## src/hw/rtl/rtc_pkg.sv

```systemverilog
// Shared types, widths and constants for the rational tanh soft clipper.
// Used by rtc_front, rtc_poly, rtc_div and rational_tanh_soft_clipper.
// Depends on nothing else.
package rtc_pkg;

  // Default input width, Q15 with extended headroom.
  localparam int IN_WIDTH_DEF = 24;

  // Fraction bits of the internal Q16 values.
  localparam int FRAC = 16;

  // Inputs with |x| >= 2^20 (a >= 64) take the full-scale answer.
  localparam int BIG_SHIFT = 20;

  // Widths of the Horner terms, sized from the bound a < 64.
  localparam int A_W  = BIG_SHIFT + 2;
  localparam int T0_W = 23;
  localparam int T1_W = 30;
  localparam int T2_W = 36;
  localparam int P_W  = 42;
  localparam int D_W  = 43;

  // The last product is split over the two halves of a.
  localparam int A_LO_W = A_W / 2;
  localparam int A_HI_W = A_W - A_LO_W;

  // Quotient width; one quotient bit per fraction bit of the dividend.
  localparam int Q_W = FRAC;

  // Horner constants in Q16 and the dividend 24 * 32768 in Q16.
  localparam logic [T0_W-1:0] K3   = T0_W'(3 * 65536);
  localparam logic [T1_W-1:0] K6   = T1_W'(6 * 65536);
  localparam logic [T2_W-1:0] K12  = T2_W'(12 * 65536);
  localparam logic [P_W-1:0]  K24  = P_W'(24 * 65536);
  localparam logic [D_W-1:0]  NUMER = D_W'(64'd786432 << 16);

  // Output scale: 1.0 in Q15 and the largest positive sample.
  localparam logic [Q_W-1:0] ONE_Q15 = 16'h8000;
  localparam logic [Q_W-1:0] MAX_POS = 16'h7FFF;

  // Register stages of each part of the pipeline.
  localparam int FRONT_LAT = 1;
  localparam int POLY_LAT  = 6;
  localparam int DIV_LAT   = Q_W + 1;
  localparam int OUT_LAT   = 1;
  localparam int LATENCY   = FRONT_LAT + POLY_LAT + DIV_LAT + OUT_LAT;

  // Control that travels beside each word in the pipeline.
  typedef struct packed {
    logic valid;
    logic neg;
    logic big;
  } side_t;

endpackage

```

## src/hw/rtl/rtc_front.sv

```systemverilog
// Front stage of the soft clipper: magnitude, sign, large-input flag,
// a = 4|x| in Q16 and the first Horner term a + 3.
// Depends on rtc_pkg.
module rtc_front #(
  parameter int IN_WIDTH = rtc_pkg::IN_WIDTH_DEF
) (
  input  logic                       clk,
  input  logic                       rst,
  input  logic                       start,
  input  logic signed [IN_WIDTH-1:0] sample_in,
  output rtc_pkg::side_t             side,
  output logic [rtc_pkg::A_W-1:0]    a,
  output logic [rtc_pkg::T0_W-1:0]   t0
);
  import rtc_pkg::*;

  localparam int MAG_W = (IN_WIDTH > BIG_SHIFT) ? IN_WIDTH : BIG_SHIFT + 1;

  logic [IN_WIDTH-1:0] raw;
  logic [IN_WIDTH-1:0] mag;
  logic [MAG_W-1:0]    mag_ext;
  logic                big_next;
  logic [A_W-1:0]      a_next;
  logic [T0_W-1:0]     t0_next;

  // The most negative input keeps its magnitude exactly as an unsigned value.
  always_comb begin
    raw      = sample_in;
    mag      = raw[IN_WIDTH-1] ? IN_WIDTH'(~raw + 1'b1) : raw;
    mag_ext  = MAG_W'(mag);
    big_next = |mag_ext[MAG_W-1:BIG_SHIFT];
    a_next   = {mag_ext[BIG_SHIFT-1:0], 2'b00};
    t0_next  = T0_W'(a_next) + K3;
  end

  // Control and data registers; only the valid bit is reset.
  always_ff @(posedge clk) begin
    if (rst) begin
      side.valid <= 1'b0;
    end else begin
      side.valid <= start;
    end
    side.neg <= raw[IN_WIDTH-1];
    side.big <= big_next;
    a        <= a_next;
    t0       <= t0_next;
  end

endmodule

```

## config.mk

```make
export PLATFORM = sky130hd
export DESIGN_NAME = rtc_front
export DESIGN_NICKNAME = d
export VERILOG_FILES = /design/src/hw/rtl/rtc_pkg.sv /design/src/hw/rtl/rtc_front.sv
export SDC_FILE = /design/constraint.sdc
export NUM_CORES = 1
export LEC_CHECK = 0
export ABC_AREA = 0
export BUFFER_PORTS_ARGS = -buffer_cell sky130_fd_sc_hd__buf_2
export CORE_MARGIN = 2
export CORE_UTILIZATION = 42
export CTS_BUF_LIST = sky130_fd_sc_hd__clkbuf_4
export CTS_CLUSTER_DIAMETER = 30
export DETAILED_ROUTE_END_ITERATION = 6
export PLACE_DENSITY = 0.81
export SLEW_MARGIN = 20
export SYNTH_ARGS = -nofsm -noshare
export SYNTH_HDL_FRONTEND = slang
export SYNTH_SLANG_ARGS = --single-unit
```

## constraint.sdc

```tcl
create_clock -name clk -period 2.5 [get_ports clk]
set_clock_uncertainty 0.1 [all_clocks]
set_input_delay 0.5 -clock clk [delete_from_list [all_inputs] [get_ports clk]]
set_output_delay 0.5 -clock clk [all_outputs]
set_load 0.03 [all_outputs]
```

# Word-level counts from Yosys, hierarchy flattened
# Index checks and enable logic that the tools add are counted.
# totals
output_inout_bits,48
inputBits,27
reg_bits,46
# classes
add_sub_neg,2
reduce_logical,1
bitwise_logic,1
mux,1
# ops
operator,count
$add 24x1->24 const B,1
$mux 24,1
$not 24->24,1
$add 22x18->23 const B,1
$reduce_or 4->1,1

# Depth between registers and ports, before layout
# depth
word_depth,4
ltp_mapped,8

# Least setup slack after synthesis
# OpenSTA, ideal clock, no wires.
# synth_path
kind,input to register
start,input port sample_in[2]
end,register t0[22] in the netlist's numbering
n_path_buf,0
t_required_ns,2.340
stages,8
arrival_time_ns,2.361
slack_ns,-0.021
path_cell_list,nor4_1 -> nand3_2 -> or3_1 -> nand2_1 -> xor2_1 -> ha_1 -> nor3_1 -> and3_1
# synth_via
elab_chain_cells,4
# synth_lines
item,line,source
"start, declared",rtc_front.sv:10,"input logic signed [IN_WIDTH-1:0] sample_in,"
$not 24->24,rtc_front.sv:29,mag = raw[IN_WIDTH-1] ? IN_WIDTH'(~raw + 1'b1) : raw;
$add 24x1->24,rtc_front.sv:29,
$mux 24 (*),rtc_front.sv:29,
$add 22x18->23 (*),rtc_front.sv:33,t0_next = T0_W'(a_next) + K3;
via t0_next[22],rtc_front.sv:24,logic [T0_W-1:0] t0_next;
"end signal, assigned",rtc_front.sv:46,t0 <= t0_next;
"end, declared",rtc_front.sv:13,output logic [rtc_pkg::T0_W-1:0] t0
# Mark *: on every way through the listed nets, which the timed path passes. The rest lies on a longest branch.
# A chain may end at the register's enable or synchronous reset.

# Final worst setup path
# layout_path
start,input port sample_in[1]
end,register t0[21] in the netlist's numbering
# The elaborated chain is that of the path after synthesis.

==> run metrics <==
status complete, no violations; Final Util 57.9%; number of global-route vias before repair 1127; Clk pin slew, worst setup/hold paths 90 ps; HPWL after DPL 2.30 mm; Critical Path RT 2660 ps; post-synthesis mux area share 0.701%; fin crit share 88.8%; share of cells above drive strength 1 46.3%; critical path launch point type input port; met3 WL 204 um; Hold WC Path Type in2reg; standard-cell row count 21; Internal 870 uW; Area contributors post-synth dfxtp_1, buf_4, xnor2_1; DIE AREA 0.00388 sq mm; Wirelength per Cell 10.3 um; async set-reset flop share out of synthesis 0%; hold_buf cts 0; Finished Layout Cells 273; Switch Pwr 447 uW; GRT overflow 0; initial core utilization 43.1%; Mean Syn Cell Area 9.58 sq um; simple-gate area share of the yosys netlist 16.4%; CTS-repair resized insts 0; Iteration-0 DRC Markers 67; via/cell ratio 4.53; Finished Cell Area 0.00192 sq mm; Seq pwr share 41.7%; leakage 0.000920 uW; switching share of power 33.9%; metal1 wirelength 1.23 mm; max_cap viols 0; placed cells 265; top post-synthesis cells by count dfxtp_1, buf_4, xnor2_1, nand2_1, inv_1; Netlist cell types 43; Placed Area 0.00184 sq mm; first-pass GRT wire length 4.85 mm; Post-Syn Area 0.00143 sq mm; Syn Inst Count 149; I/O Buffers 70; DRT antenna net count 0; endpoints failing hold 0; Synth Area in Compound Gates 11.9%; peak fanout along the critical path 4; DR top layer met4; core area 0.00331 sq mm; Fmax 450 MHz; final wirelength 2.82 mm; xor/xnor cell area share of the yosys netlist 14.0%; Post-CTS Setup Inserts 0; register bit count reported by yosys 30; RSZ-0062 raised after global routing no; NumNets Final 255; largest family of logic cells by synthesized area simple AND/OR/NAND/NOR gates; power per standard cell area 687 mW/mm^2; count leader, synth dfxtp_1; synth-to-layout area growth 34.2%; root buffer cell clkbuf_4; Die X 62.3 um; Synth area leader dfxtp_1; initial antenna violation count 0; GP Congestion 0.826; GRT Total Usage 15.9%; diode count 0; Seq/Total Area, Yosys 42.1%; number of H-tree levels 2; minimum clock period 2220 ps; WP data arrival 2380 ps; largest net degree at the start of global routing 19; clock sink count 30; peak supply drop 0.000279 V; IO Pins 75; TritonRoute pass-1 iters 4; via count 1236; final setup violating endpoints 0; crit end category flop; crit path kind in2reg; clock power share 27.9%; Die Y 62.3 um; Adder-Cell Fraction of Synth Area 1.75%; pre-CTS setup slack -86.7 ps; post-route setup slack 280 ps; Ys Warns 0; Top FF cell, synth dfxtp_1; WL met2 1.37 mm; EDFF count, synth 0; DRC 0; combinational power share 30.4%; TritonCTS buffer count 5; CTS tree built; Max clock buf depth 2; share of the synthesized area in the top cell type 42.1%; Slew Limit Fails 0
## worst paths after layout
kind	end	from	cells after the start	slack, ps
hold / removal	side[2]	rst	2	210
setup / recovery	t0[21]	sample_in[1]	9	280
## state kept, by name, summed over array words and instances, names as in the netlist
signal  count
a          20
side        3
t0          7
## cell families (layout without fill, tap and decap cells)
group                      after synthesis  in the layout
AOI/OAI and AO/OA                       21             21
buffers and inverters                   31            106
other                                    1              4
xor gates and xnor gates                22             22
adders and majority gates                2              2
muxes                                    1              1
DFF                                     30             30
and+or+nand+nor                         41             41
## cells in the final DEF, fill, tap and decap left out, drive strengths merged, types with 2 or more instances in the layout
cell,count
a21oi,3
buf,87
clkbuf,5
clkinv,2
conb,4
dfxtp,30
ha,2
inv,11
nand2,12
nand3,2
nor2,5
nor2b,2
nor3,4
nor4,2
nor4b,2
o21ai,4
o22ai,2
o31ai,5
o41ai,2
or2,2
or4,4
xnor2,13
xor2,9
## layer usage
layer | global-route usage [%] | vias up
met4 | 7.50 | 0
met3 | 4.71 | 2
li1 | - | 637
met5 | 0 | -
met2 | 25.7 | 49
met1 | 19.5 | 548
## through the flow
stage	power (uW)	hold WS [ps]	setup TNS (ps)
finish	1320	214	0
global route	1400	198	0
CTS	1330	203	0
detailed placement	963	556	-174
global placement	957	554	0
floorplan	854	428	0
## worst max-delay path, stage by stage
cell and delay (ps):
buf_2 120, inv_1 60, ha_1 160, nor3b_1 300, nand3_1 210, o41ai_2 340
xor2_1 120, nor4b_1 400, xnor2_1 160
## power groups by stage
stage | logic, uW | registers (uW) | clock network, uW
global placement | 398 | 559 | 0
finish | 401 | 549 | 367
global route | 426 | 555 | 416
detailed placement | 402 | 561 | 0
CTS | 403 | 549 | 377
floorplan | 176 | 678 | 0
## layout make-up
cell class	instances	area, sq um
clock inverter	3	40.0
timing repair buffer	87	478
sequential	30	601
multi-input combinational	91	661
clock buffer	5	37.5
tap	46	57.6
inverter	11	41.3
fill	287	1400
No activity file was read; power rests on OpenSTA's default activity.
