File: src/hw/rtl/rtc_pkg.sv
// Shared types, widths and constants for the rational tanh soft clipper.
// Used by rtc_front, rtc_poly, rtc_div and rational_tanh_soft_clipper.
// Depends on nothing else.
package rtc_pkg;

  // Default input width, Q15 with extended headroom.
  localparam int IN_WIDTH_DEF = 24;

  // Fraction bits of the internal Q16 values.
  localparam int FRAC = 16;

  // Inputs with |x| >= 2^20 (a >= 64) take the full-scale answer.
  localparam int BIG_SHIFT = 20;

  // Widths of the Horner terms, sized from the bound a < 64.
  localparam int A_W  = BIG_SHIFT + 2;
  localparam int T0_W = 23;
  localparam int T1_W = 30;
  localparam int T2_W = 36;
  localparam int P_W  = 42;
  localparam int D_W  = 43;

  // The last product is split over the two halves of a.
  localparam int A_LO_W = A_W / 2;
  localparam int A_HI_W = A_W - A_LO_W;

  // Quotient width; one quotient bit per fraction bit of the dividend.
  localparam int Q_W = FRAC;

  // Horner constants in Q16 and the dividend 24 * 32768 in Q16.
  localparam logic [T0_W-1:0] K3   = T0_W'(3 * 65536);
  localparam logic [T1_W-1:0] K6   = T1_W'(6 * 65536);
  localparam logic [T2_W-1:0] K12  = T2_W'(12 * 65536);
  localparam logic [P_W-1:0]  K24  = P_W'(24 * 65536);
  localparam logic [D_W-1:0]  NUMER = D_W'(64'd786432 << 16);

  // Output scale: 1.0 in Q15 and the largest positive sample.
  localparam logic [Q_W-1:0] ONE_Q15 = 16'h8000;
  localparam logic [Q_W-1:0] MAX_POS = 16'h7FFF;

  // Register stages of each part of the pipeline.
  localparam int FRONT_LAT = 1;
  localparam int POLY_LAT  = 6;
  localparam int DIV_LAT   = Q_W + 1;
  localparam int OUT_LAT   = 1;
  localparam int LATENCY   = FRONT_LAT + POLY_LAT + DIV_LAT + OUT_LAT;

  // Control that travels beside each word in the pipeline.
  typedef struct packed {
    logic valid;
    logic neg;
    logic big;
  } side_t;

endpackage

File: src/hw/rtl/rtc_div.sv
// Restoring divider pipeline of the soft clipper: q = (24*32768*65536 + p/2) / p,
// one quotient bit per stage. Depends on rtc_pkg.
module rtc_div (
  input  logic                    clk,
  input  logic                    rst,
  input  rtc_pkg::side_t          side_in,
  input  logic [rtc_pkg::P_W-1:0] p_in,
  output rtc_pkg::side_t          side_out,
  output logic [rtc_pkg::Q_W-1:0] q
);
  import rtc_pkg::*;

  side_t          sd  [Q_W+1];
  logic [P_W-1:0] rem [Q_W+1];
  logic [P_W-1:0] pd  [Q_W+1];
  logic [Q_W-1:0] dl  [Q_W+1];
  logic [Q_W-1:0] qq  [Q_W+1];
  logic [D_W-1:0] dividend;

  // Rounded dividend; its upper part is already below p, so the quotient fits Q_W bits.
  always_comb begin
    dividend = NUMER + D_W'(p_in >> 1);
  end

  // Stage that loads the divider.
  always_ff @(posedge clk) begin
    if (rst) begin
      sd[0].valid <= 1'b0;
    end else begin
      sd[0] <= side_in;
    end
  end

  always_ff @(posedge clk) begin
    rem[0] <= P_W'(dividend[D_W-1:FRAC]);
    dl[0]  <= dividend[FRAC-1:0];
    pd[0]  <= p_in;
    qq[0]  <= '0;
  end

  // One shift, compare and subtract per stage.
  for (genvar k = 0; k < Q_W; k++) begin : g_step
    logic [P_W:0] shifted;
    logic         fits;

    always_comb begin
      shifted = {rem[k], dl[k][Q_W-1]};
      fits    = shifted >= (P_W + 1)'(pd[k]);
    end

    always_ff @(posedge clk) begin
      if (rst) begin
        sd[k+1].valid <= 1'b0;
      end else begin
        sd[k+1] <= sd[k];
      end
    end

    always_ff @(posedge clk) begin
      rem[k+1] <= fits ? P_W'(shifted - (P_W + 1)'(pd[k])) : P_W'(shifted);
      dl[k+1]  <= {dl[k][Q_W-2:0], 1'b0};
      pd[k+1]  <= pd[k];
      qq[k+1]  <= {qq[k][Q_W-2:0], fits};
    end
  end

  assign side_out = sd[Q_W];
  assign q        = qq[Q_W];

endmodule

File: config.mk
export PLATFORM = sky130hd
export DESIGN_NAME = rtc_div
export DESIGN_NICKNAME = d
export VERILOG_FILES = /design/src/hw/rtl/rtc_pkg.sv /design/src/hw/rtl/rtc_div.sv
export SDC_FILE = /design/constraint.sdc
export NUM_CORES = 2
export LEC_CHECK = 0
export ABC_CLOCK_PERIOD_IN_PS = 5150
export BUFFER_PORTS_ARGS = -buffer_cell sky130_fd_sc_hd__clkbuf_2
export CAP_MARGIN = 25
export CORE_UTILIZATION = 55
export DETAILED_ROUTE_END_ITERATION = 8
export GPL_ROUTABILITY_DRIVEN = 0
export HOLD_SLACK_MARGIN = 0.05
export PLACE_DENSITY = 0.68
export RECOVER_POWER = 100
export REMOVE_ABC_BUFFERS = 1
export SLEW_MARGIN = 20
export SYNTH_ARGS = -nofsm -noshare
export SYNTH_HDL_FRONTEND = slang
export SYNTH_SLANG_ARGS = --single-unit
File: constraint.sdc
create_clock -name clk -period 5.15 [get_ports clk]
set_clock_uncertainty 0.2 [all_clocks]
set_input_delay 1.03 -clock clk [delete_from_list [all_inputs] [get_ports clk]]
set_output_delay 1.03 -clock clk [all_outputs]
set_load 0.05 [all_outputs]
# After elaboration in Yosys (flattened, before gate mapping)
# Memories as Yosys holds them, arrays and structs flattened.
# Cells that the tools add are included.
[totals]
elab_cells = 91
memories = 5
regBits = 0
ram_bits = 2023
input_bits = 47
[mem_list]
columns = ["memory", "depth", "word_bits", "rd", "rd_clocked_by_memory_dff", "wr", "line", "source"]
rows = [
  ["pd", 17, 42, 16, 0, 17, "rtc_div.sv:15", "logic [P_W-1:0] pd [Q_W+1];"],
  ["rem", 17, 42, 16, 0, 17, "rtc_div.sv:14", "logic [P_W-1:0] rem [Q_W+1];"],
  ["dl", 17, 16, 16, 0, 17, "rtc_div.sv:16", "logic [Q_W-1:0] dl [Q_W+1];"],
  ["qq", 17, 16, 17, 0, 17, "rtc_div.sv:17", "logic [Q_W-1:0] qq [Q_W+1];"],
  ["sd", 17, 3, 17, 0, 17, "rtc_div.sv:13", "side_t sd [Q_W+1];"],
]
[classes]
n_bitwise = 17
magnitude_cmp = 16
muxes = 36
add_sub_neg = 17
[ops]
columns = ["cell", "count"]
rows = [
  ["43-bit by 42-bit >= comparator with 1-bit output", 16],
  ["42-bit 2-to-1 mux", 16],
  ["42-bit subtractor", 16],
  ["36-bit by 41-bit adder with 42-bit output, first input constant", 1],
  ["1-bit 2-to-1 mux", 20],
  ["1-bit OR", 17],
]

# Depth between registers and ports, before layout
[logic_depth]
depth_word = 3
mapped_depth = 16
mapped_depth_nobuf = 15

# Least setup slack after synthesis
# No wires, ideal clock.
[synth_path]
kind = "register -> register"
from = "mem pd[3][13] (netlist: pd[0][139])"
to = "mem rem[4][34] (netlist: rem[0][202])"
path_slack_ps = 1577
t_arrival_ps = 3252
t_required_ps = 4829
period_less_slack_ps = 3573
path_stages_with_launch = 16
cell_sequence = "dfxtp_1 -> inv_1 -> ha_1 -> inv_1 -> fa_1 -> a21o_1 -> a21oi_1 -> o21ai_0 -> a41oi_1 -> o21a_1 -> o21ai_1 -> a311o_1 -> a21boi_1 -> o21ai_0 -> xnor2_1 -> mux2_2"
[synth_lines]
columns = ["item", "line"]
rows = [
  ["start, declared", "rtc_div.sv:15"],
  ["end, declared", "rtc_div.sv:14"],
]

==> flow_summary.toml <==
[outcome]
status = "complete, but fails checks"
violations = "max-capacitance violations, max-slew violations"

[timing]
slew_headroom_pct = -55.51
period_needed_ns = 4.738
tightest_slew_ns = 2.333
max_freq_ghz = 0.2111
maxSlewViolCount = 77
final.period_utilization_pct = 92.00
hold_viol = 0
rsz0062_at_grt = "no"
setup_viol_count_final = 0

[finish]
final_common_cell = "dfxtp_1"
n_antenna_cell = 0
drive_gt1_share_pct = 6.587
final_cell_mix = "dfxtp_1 (1,463), inv_1 (813), a21oi_1 (786)"
syn2layout_area_growth_pct = 9.776
fin_nets = 8775
stdcell_count = 9938

[critical_path]
crit_start = "pd[0][590]$_DFF_P_"
worstPathRequired_ns = 5.61
endpoint_kind = "flop"
startpoint_type = "flop"
crit_slowest_cell = "a2111oi_1"
crit_type = "reg2reg"
r2r-start = "pd[0][590]$_DFF_P_"
path_max_fanout = 4
cp_top_family = "compound AO/OA/AOI/OAI gates"
crit_chain = "inv_1, ha_1, inv_1, fa_1, a21oi_1, o21ai_0, a2111oi_1, nor3_1, o221ai_1, a21oi_1, a211o_1, a31oi_1, o31ai_1, xor2_1, mux2_2"
reg2regPathDepth = 15
slowest_delay_ns = 1.00
crit_cells = 15
critical_path_buf_inv_count = 2
crit_end = "rem[0][670]$_DFF_P_"
r2r_end = "rem[0][670]$_DFF_P_"
rrSetupSlack_ns = 0.41
crit_arrival_ns = 5.20

[cts]
post_cts_resized = 0
post_cts_buffers = 0
clkTransAtPathRegs_ns = 0.06
htreeDepth = 4
cts_tree = "done"
clock_path_buffers = 3
clock_sinks = 1497
numCtsBuffers = 161
cts-root-buf = "clkbuf_16"
clk-insertion-delay-late_ns = 0.79
cts_hold_buf = 0

[yosys]
yosys.cell_types.count = 95
synthCells = 8034
postSynthAreaPerCell_um2 = 9.084
synth_edf_count = 34
synthTopCellsByArea = "dfxtp_1 (40%), ha_1 (11%), a21oi_1 (5.4%), a21o_1 (4.3%), inv_1 (4.2%)"
synth_area_mm2 = 0.07298
synth-main-ff-cell = "dfxtp_1"
synth_top_area_cell = "dfxtp_1"
synth-async-reset-ratio_pct = 0
ys_ff_latch = 1497
ys_seq_area_share_pct = 41.53
yosysTopAreaCellShare_pct = 40.13
yosysWarningCount = 0

[floorplan]
start_util_pct = 55.44
die_h_um = 366.3
dieArea_mm2 = 0.1342
die_x_um = 366.3
rows = 133
core_area_mm2 = 0.1316
io_pins = 66

[detailed_routing]
drtIter0Drc = 2232
firstDrtPassIters = 6
drt-total-wl_mm = 165.0
drc = 0
viasPerCell = 5.536
dr_total_vias = 55020
wl_per_cell_um = 16.60
ant_nets = 0

[power_and_ir_drop]
ir_drop_v = 0.0003163
power_uw = 38250
p_per_area_mw_per_mm2 = 477.5
p_leak_uw = 0.03788

[flow_run]
cap_violations = 2

[min_path]
hold_class = "reg2reg"

[grt]
grt_pass1_vias = 54890
grt_usage_pct = 24.02
antenna_found_initial = 3
grt_start_max_net_pins = 77
grt_pass1_wl_mm = 264.7
grt_overflow = 0

[place]
place_inst = 9644
hpwl_mm = 128.6
portBuffers = 65
[cells in the mapped netlist, types with 111 or more instances]
master	instances
ha_1	658
nand3_1	129
a21oi_1	786
nand4_1	121
xor2_1	218
mux2_2	154
xnor2_1	339
nor2_1	471
nand2_1	509
nor2b_1	111
inv_1	812
o21ai_0	476
clkbuf_1	195
a21o_1	418
dfxtp_1	1463
[how the worst min path moves through the flow]
stage,startpoint,end,slack (ns),cells after the start
2_1_floorplan,qq[0][83]$_DFF_P_,qq[0][100]$_DFF_P_,0.11,0
3_3_place_gp,qq[0][244]$_DFF_P_,qq[0][261]$_DFF_P_,0.11,0
3_5_place_dp,qq[0][199]$_DFF_P_,qq[0][216]$_DFF_P_,0.11,0
4_1_cts,p_in[32],pd[0][32]$_DFF_P_,0.08,1
5_1_grt,p_in[21],pd[0][21]$_DFF_P_,0.09,1
6_report,qq[0][162]$_DFF_P_,qq[0][179]$_DFF_P_,0.11,0
[state kept, by name, indices dropped and copies added (netlist names)]
signal / count
pd: 672
rem: 638
sd: 51
qq: 136
[stage by stage]
step / setup TNS (ns) / cell area (µm²) / hold slack [ns] / utilization (%) / setup WS, ns
6_report: 0 / 80120 / 0.1115 / 60.86 / 0.4120
5_1_grt: 0 / 80120 / 0.09388 / 60.86 / 0.2031
4_1_cts: 0 / 80450 / 0.07985 / 61.12 / 0.5488
3_5_place_dp: 0 / 75050 / 0.1121 / 57.01 / 0.5695
3_3_place_gp: 0 / 75020 / 0.1099 / 56.99 / 0.3097
2_1_floorplan: -112.99 / 71800 / 0.1096 / - / -1.549
[worst reg2reg max path, delay by kind of cell (launching register included)]
| kind | cells | cell delay, ns |
|---|---|---|
| xor gates and xnor gates | 1 | 0.15 |
| muxes | 1 | 0.27 |
| adders and majority gates | 2 | 0.58 |
| AOI/OAI and AO/OA | 8 | 2.70 |
| buffers and inverters | 2 | 0.15 |
| DFF | 1 | 0.31 |
| and+or+nand+nor | 1 | 0.26 |
[layer usage]
layer | track usage (%) | up-vias | routed length (µm)
met2 | 46.26 | 1420 | 85330
met3 | 3.089 | 582 | 5568
met1 | 23.51 | 25100 | 62130
met5 | 0 | - | 0
met4 | 16.79 | 0 | 11950
li1 | - | 27920 | -
[area by class of cell]
| type | instances | area, µm² |
|---|---|---|
| repair buffers | 127 | 815.8 |
| clock inverters | 56 | 693.2 |
| clock buffers | 235 | 4708 |
| inverters | 813 | 3052 |
| well taps | 1755 | 2196 |
| multi-input cells | 5455 | 38340 |
| flip-flops and latches | 1497 | 30310 |
| fillers | 11070 | 51510 |
[kinds of logic after synthesis]
kind of cell / after synthesis / synth area share, %
AND/OR/NAND/NOR: 1692 / 10.95
multiplexers: 218 / 3.547
AO/OA/AOI/OAI: 2315 / 19.79
XOR/XNOR: 557 / 6.684
flip-flops: 1497 / 41.53
adder cells (fa/ha/maj): 673 / 11.69
buffers and inverters: 1082 / 5.802
[where the power goes]
group | total, µW | switching [µW] | internal (µW) | leakage, µW
Combinational | 12800 | 7160 | 5590 | 0.0226
Sequential | 14000 | 838 | 13200 | 0.0126
Clock | 11500 | 4540 | 6940 | 0.00267
Total | 38300 | 12500 | 25700 | 0.0379
Note: power is estimated with default switching activity, not from simulation.
