## src/hw/rtl/rtc_pkg.sv

```systemverilog
// Shared types, widths and constants for the rational tanh soft clipper.
// Used by rtc_front, rtc_poly, rtc_div and rational_tanh_soft_clipper.
// Depends on nothing else.
package rtc_pkg;

  // Default input width, Q15 with extended headroom.
  localparam int IN_WIDTH_DEF = 24;

  // Fraction bits of the internal Q16 values.
  localparam int FRAC = 16;

  // Inputs with |x| >= 2^20 (a >= 64) take the full-scale answer.
  localparam int BIG_SHIFT = 20;

  // Widths of the Horner terms, sized from the bound a < 64.
  localparam int A_W  = BIG_SHIFT + 2;
  localparam int T0_W = 23;
  localparam int T1_W = 30;
  localparam int T2_W = 36;
  localparam int P_W  = 42;
  localparam int D_W  = 43;

  // The last product is split over the two halves of a.
  localparam int A_LO_W = A_W / 2;
  localparam int A_HI_W = A_W - A_LO_W;

  // Quotient width; one quotient bit per fraction bit of the dividend.
  localparam int Q_W = FRAC;

  // Horner constants in Q16 and the dividend 24 * 32768 in Q16.
  localparam logic [T0_W-1:0] K3   = T0_W'(3 * 65536);
  localparam logic [T1_W-1:0] K6   = T1_W'(6 * 65536);
  localparam logic [T2_W-1:0] K12  = T2_W'(12 * 65536);
  localparam logic [P_W-1:0]  K24  = P_W'(24 * 65536);
  localparam logic [D_W-1:0]  NUMER = D_W'(64'd786432 << 16);

  // Output scale: 1.0 in Q15 and the largest positive sample.
  localparam logic [Q_W-1:0] ONE_Q15 = 16'h8000;
  localparam logic [Q_W-1:0] MAX_POS = 16'h7FFF;

  // Register stages of each part of the pipeline.
  localparam int FRONT_LAT = 1;
  localparam int POLY_LAT  = 6;
  localparam int DIV_LAT   = Q_W + 1;
  localparam int OUT_LAT   = 1;
  localparam int LATENCY   = FRONT_LAT + POLY_LAT + DIV_LAT + OUT_LAT;

  // Control that travels beside each word in the pipeline.
  typedef struct packed {
    logic valid;
    logic neg;
    logic big;
  } side_t;

endpackage

```

## src/hw/rtl/rtc_poly.sv

```systemverilog
// Horner pipeline of the soft clipper: evaluates p = 24+a(12+a(6+a(3+a)))
// in Q16, each product floored back to Q16. Depends on rtc_pkg.
module rtc_poly (
  input  logic                     clk,
  input  logic                     rst,
  input  rtc_pkg::side_t           side_in,
  input  logic [rtc_pkg::A_W-1:0]  a_in,
  input  logic [rtc_pkg::T0_W-1:0] t0_in,
  output rtc_pkg::side_t           side_out,
  output logic [rtc_pkg::P_W-1:0]  p
);
  import rtc_pkg::*;

  side_t                  sd [POLY_LAT];
  logic [A_W-1:0]         a1, a2, a3, a4;
  logic [T0_W+A_W-1:0]    mul0;
  logic [T1_W-1:0]        t1;
  logic [T1_W+A_W-1:0]    mul1;
  logic [T2_W-1:0]        t2;
  logic [T2_W+A_LO_W-1:0] part_lo;
  logic [T2_W+A_HI_W-1:0] part_hi;
  logic [T2_W+A_W-1:0]    mul2;

  // Control shifts along with the data.
  always_ff @(posedge clk) begin
    if (rst) begin
      for (int i = 0; i < POLY_LAT; i++) begin
        sd[i].valid <= 1'b0;
      end
    end else begin
      sd[0] <= side_in;
      for (int i = 1; i < POLY_LAT; i++) begin
        sd[i] <= sd[i-1];
      end
    end
  end

  // Recombine the two partial products of the last multiplication.
  always_comb begin
    mul2 = {part_hi, A_LO_W'(0)} + (T2_W + A_W)'(part_lo);
  end

  // Alternating multiply and add stages.
  always_ff @(posedge clk) begin
    mul0    <= t0_in * a_in;
    a1      <= a_in;
    t1      <= T1_W'(mul0 >> FRAC) + K6;
    a2      <= a1;
    mul1    <= t1 * a2;
    a3      <= a2;
    t2      <= T2_W'(mul1 >> FRAC) + K12;
    a4      <= a3;
    part_lo <= t2 * a4[A_LO_W-1:0];
    part_hi <= t2 * a4[A_W-1:A_LO_W];
    p       <= P_W'(mul2 >> FRAC) + K24;
  end

  assign side_out = sd[POLY_LAT-1];

endmodule

```

## config.mk

```make
export PLATFORM = sky130hd
export DESIGN_NAME = rtc_poly
export DESIGN_NICKNAME = d
export VERILOG_FILES = /design/src/hw/rtl/rtc_pkg.sv /design/src/hw/rtl/rtc_poly.sv
export SDC_FILE = /design/constraint.sdc
export NUM_CORES = 2
export LEC_CHECK = 0
export ABC_AREA = 1
export BUFFER_PORTS_ARGS = -buffer_cell sky130_fd_sc_hd__buf_2
export CORE_MARGIN = 4
export CORE_UTILIZATION = 45
export CTS_BUF_LIST = sky130_fd_sc_hd__clkbuf_2 sky130_fd_sc_hd__clkbuf_4 sky130_fd_sc_hd__clkbuf_8
export CTS_CLUSTER_SIZE = 20
export DETAILED_ROUTE_END_ITERATION = 10
export PLACE_DENSITY = 0.65
export SLEW_MARGIN = 20
export SYNTH_ARGS = -nofsm -noshare
export SYNTH_HDL_FRONTEND = slang
export SYNTH_SLANG_ARGS = --single-unit
```

## constraint.sdc

```tcl
create_clock -name clk -period 9.7 [get_ports clk]
set_input_delay 0 -clock clk [delete_from_list [all_inputs] [get_ports clk]]
set_output_delay 0 -clock clk [all_outputs]
set_load 0.01 [all_outputs]
```

# After elaboration in Yosys (flattened, before gate mapping)
# Memories as Yosys holds them, arrays and structs flattened.
# Cells that the tools add are included.
[totals]
n_memories = 1
output_inout_bits = 45
ram_bits = 18
input_bits = 50
word_cells = 35
reg_bits = 387
[memory_table]
columns = ["memory", "depth", "width", "rd", "rd_ports_with_merged_regs", "write_ports", "line_no", "source"]
rows = [
  ["sd", 6, 3, 6, 0, 6, "rtc_poly.sv:14", "side_t sd [POLY_LAT];"],
]
[op_classes]
multipliers = 4
n_bitwise = 6
mux = 9
addsub = 4
[ops]
columns = ["operator", "count"]
rows = [
  ["multiplier 36 x 11 -> 47 bit", 2],
  ["adder 58 x 47 -> 58 bit", 1],
  ["multiplier 30 x 22 -> 52 bit", 1],
  ["multiplier 23 x 22 -> 45 bit", 1],
  ["adder 42 x 21 -> 42 bit, second input constant", 1],
  ["adder 36 x 20 -> 36 bit, second input constant", 1],
  ["adder 29 x 19 -> 30 bit, second input constant", 1],
  ["two-way mux 1 bit", 9],
  ["bitwise OR 1 bit", 6],
]

# Logic depth before layout (Yosys ltp)
[depth]
depth_word = 3
ltp_mapped = 28
ltp_nobuf = 27

# Least setup slack after synthesis
# Ideal clock, no wire load.
[synth_timing]
path_type = "register to register"
startpoint = "reg a2[1]"
endpoint = "reg mul1[37]"
synth_period_minus_slack_ns = 6.206
n_path_buf = 2
required_ns = 9.628
setup_ns = 0.072
t_arrival_ns = 6.135
path_slack_ns = 3.494
path_stages_with_launch = 26
cell_sequence = "dfxtp_1 clkbuf_1 buf_1 nand2_1 fa_1 fa_1 fa_1 inv_1 fa_1 inv_1 fa_1 inv_1 fa_1 inv_1 fa_1 inv_1 ha_1 nand2_1 nor2_1 nand2_1 nor4_1 a21oi_1 o21ai_0 nand2_1 nand2_1 xor2_1"
[synth_between]
elab_chain_len = 1
[synth_lines]
columns = ["item", "line_no", "source"]
rows = [
  ["from (decl)", "rtc_poly.sv:15", "logic [A_W-1:0] a1, a2, a3, a4;"],
  ["from (signal assigned)", "rtc_poly.sv:48", "a2 <= a1;"],
  ["multiplier 30 x 22 -> 52 bit", "rtc_poly.sv:49", "mul1 <= t1 * a2;"],
  ["to (signal assigned)", "rtc_poly.sv:49", ""],
  ["to (decl)", "rtc_poly.sv:18", "logic [T1_W+A_W-1:0] mul1;"],
]
# No other way between the ends.

# Worst setup path in the final report
[layout_timing]
startpoint = "reg a2[9]"
endpoint = "reg mul1[44]"
# Same word-level chain as after synthesis.

==> results_dict.tcl <==
set metrics [dict create \
    final_net_count 11650 \
    hold_violations 0 \
    ys_ff_latch 362 \
    synth_compound_area_frac 0.04016 \
    die_x_um 416.1 \
    grt_pass1_wl_um 353700 \
    min_from "rst" \
    wl_met2_um 104100 \
    dp_hpwl_um 174600 \
    finalNonFillerCells 11750 \
    synth.distinct_cells 53 \
    antenna_found_initial 10 \
    overflow 0 \
    crit_chain "buf_4 -> nand2_1 -> fa_1 -> fa_1 -> fa_1 -> fa_1 -> inv_1 -> fa_1 -> fa_1 -> fa_1 -> ha_1 -> a21oi_1 -> inv_1 -> a31oi_1 -> o21ai_0 -> inv_1 -> nand2_1 -> a21oi_1 -> o21ai_2 -> nand3_1 -> nand2_1 -> xor2_1" \
    dieArea_um2 173100 \
    clk_pin_slew_ps 70 \
    pre_cts_slack_ps 2575 \
    io_pins 95 \
    synth_enable_flop_cells 12 \
    fillers 16220 \
    fp.coreArea_um2 165200 \
    holdPathEnd "sd[4][2]" \
    grt_pass1_vias 64260 \
    slew_viol_final 0 \
    slowest_stage "dfxtp_1" \
    max_freq_mhz 139.9 \
    crit_family "adder cells" \
    ant_nets 0 \
    setup_viol 0 \
    met1_length_um 90330 \
    fin_crit_sh 0.7368 \
    fin_setup_tns_ps 0 \
    drv_cap 0 \
    worst_setup_path_end_kind "flop" \
    critPathKind "flop to flop" \
    htreeDepth 3 \
    drt_iter0_markers 4412 \
    grt_max_degree 37 \
    ys_warn_count 0 \
    syn_inst 9578 \
    synthMuxAreaShare 0 \
    cts_tree "yes" \
    cts_buffers 72 \
    clock_path_buffers 3 \
    worstPathArrival_ps 7740 \
    die_h_um 416.1 \
    path_common_cell "fa_1" \
    synth_top_family_by_area "adder cells" \
    routed.top_layer "met5" \
    synth-simple-area-share 0.1782 \
    port_buffers 94 \
    synthAdderAreaFrac 0.5102 \
    status "finished clean" \
    synthXorXnorAreaFrac 0.02396 \
    async_flop_share 0 \
    hp-class "primary input to flop" \
    start_util 0.4536 \
    gp_congestion 0.9555 \
    wl_met3_um 15460 \
    rows 149 \
    skew_ps 65.72 \
    r2r_start "a2[9]" \
    worst_slack_ps 2553 \
    vias 59700 \
    grtUsageTotal 0.2585 \
    drc 0 \
    cp.required_ps 10300 \
    cts_num_sinks 362 \
    syn_nets 11740 \
    cp_max_fo 17 \
    r2r_end "mul1[44]" \
    syn_area_um2 74930 \
    synth-seq-area-share 0.09832 \
    min_path_cells 3 \
    cts_root_buf "clkbuf_8" \
    r2r_slack_ps 2550 \
    syn_to_final_growth_pct 5.961 \
    hold_slack_ps 89.28 \
    slew_headroom 0.1886 \
    routed_wirelength_um 218600 \
    routed_via_density 5.083 \
    worst-path-buf-inv 4 \
    placed_cells_incl_taps 11580 \
    clkLatencyLatePin_ps 750 \
    wl_per_cell_um 18.61 \
    syn_area_per_cell_um2 7.823 \
    rsz0062_at_grt "false" \
    drt_first_pass_iters 8 \
    synth_flop_cell "dfxtp_1" \
    startpoint_type "flop" \
    reg2regPathDepth 22 \
    period_needed_ps 7147 \
    drive_gt1_frac 0.04334 \
    tightest_slew_ps 1215 \
    critPathMaxStageDelay_ps 980 \
]
## synthesized netlist by cell type, types with 12 or more instances
| cell type | number | area, um^2 |
|---|---|---|
| nand2_2 | 21 | 131.4 |
| edfxtp_1 | 12 | 360.4 |
| dfxtp_1 | 350 | 7007 |
| o21ai_0 | 127 | 635.6 |
| fa_1 | 1581 | 31650 |
| nor3_1 | 27 | 135.1 |
| inv_1 | 2588 | 9714 |
| nor2_1 | 368 | 1381 |
| buf_1 | 35 | 131.4 |
| nand2_1 | 2755 | 10340 |
| nand4_1 | 30 | 187.7 |
| a21o_1 | 13 | 97.59 |
| clkbuf_1 | 339 | 1272 |
| xnor2_1 | 57 | 499.2 |
| ha_1 | 526 | 6581 |
| o21a_1 | 30 | 225.2 |
| nor2_2 | 15 | 93.84 |
| xor2_1 | 148 | 1296 |
| a31oi_1 | 44 | 275.3 |
| a21oi_1 | 273 | 1366 |
| nand3_1 | 113 | 565.5 |
## cell type report
| class | instances | area, um^2 | area share |
|---|---|---|---|
| Antenna cell | 4 | 10.01 | 0.0001261 |
| Clock buffer | 101 | 1290 | 0.01625 |
| Clock inverter | 30 | 344.1 | 0.004334 |
| Inverter | 2601 | 9763 | 0.1230 |
| Multi-Input combinational cell | 6239 | 56390 | 0.7102 |
| Sequential cell | 362 | 7376 | 0.09290 |
| Tap cell | 2189 | 2739 | 0.03450 |
| Timing Repair Buffer | 220 | 1489 | 0.01875 |
## logic make-up after synthesis
| kind of cell | after synthesis |
|---|---|
| AND/OR/NAND/NOR | 3387 |
| XOR/XNOR | 205 |
| buffers and inverters | 2977 |
| flip-flops | 362 |
| AO/OA/AOI/OAI | 540 |
| adder cells (fa/ha/maj) | 2107 |
## cells in the final DEF, fill, tap and decap left out, types with 9 or more instances in the layout
master,count
a21o_1,13
a21oi_1,273
a31oi_1,44
and3_1,9
buf_2,94
buf_4,97
clkbuf_4,16
clkbuf_8,85
clkinv_2,11
dfxtp_1,343
dlygate4sd3_1,29
edfxtp_1,12
fa_1,1581
ha_1,526
inv_1,2588
inv_2,9
nand2_1,2755
nand2_2,21
nand3_1,113
nand3_2,9
nand4_1,30
nor2_1,368
nor2_2,15
nor3_1,27
nor4_1,11
o21a_1,30
o21ai_0,127
o21ai_1,9
xnor2_1,57
xor2_1,148
## registers in the layout (all words and copies together) (netlist names)
| register | cells |
|---|---|
| a2 | 22 |
| a1 | 22 |
| part_hi | 47 |
| t1 | 30 |
| t2 | 36 |
| part_lo | 36 |
| a4 | 22 |
| mul1 | 36 |
| a3 | 22 |
| mul0 | 29 |
| p | 42 |
| sd | 18 |
## worst min-delay path, stage by stage
cell           delay (ps)
dlygate4sd3_1         520
buf_2                 160
nor2_1                 60
## stage by stage
step | area [um^2] | util
floorplan | 74930 | -
global placement | 77460 | 0.4689
detailed placement | 77460 | 0.4690
CTS | 79380 | 0.4806
global route | 79390 | 0.4806
finish | 79400 | 0.4807
## layer usage
metal  track usage  vias to the layer above
met5      0.003334                        -
met4       0.09252                        2
met3       0.03700                      468
met2        0.4373                     2281
met1        0.3393                    29760
li1              -                    27190
## worst max path at each step
stage	start	endpoint	slack, ps	cells past startpoint
2_1_floorplan	a2[1]	mul1[37]	3490	25
3_5_place_dp	a2[9]	mul1[44]	2570	22
4_1_cts	a2[9]	mul1[44]	2510	22
5_1_grt	a2[9]	mul1[44]	2270	22
6_report	a2[9]	mul1[44]	2550	22
3_3_place_gp	a2[9]	mul1[44]	2620	22
## repair_timing
item / CTS / global route
hold buffers: 29 / 0
gates resized for setup: 0 / 0
setup buffers: 0 / 0
setup endpoints to repair: 0 / 0
hold endpoints to repair: 42 / 0
Power is left out: the tool's default activity adds up to more than one toggle a clock period on the data nets, which glitch-free logic cannot reach.
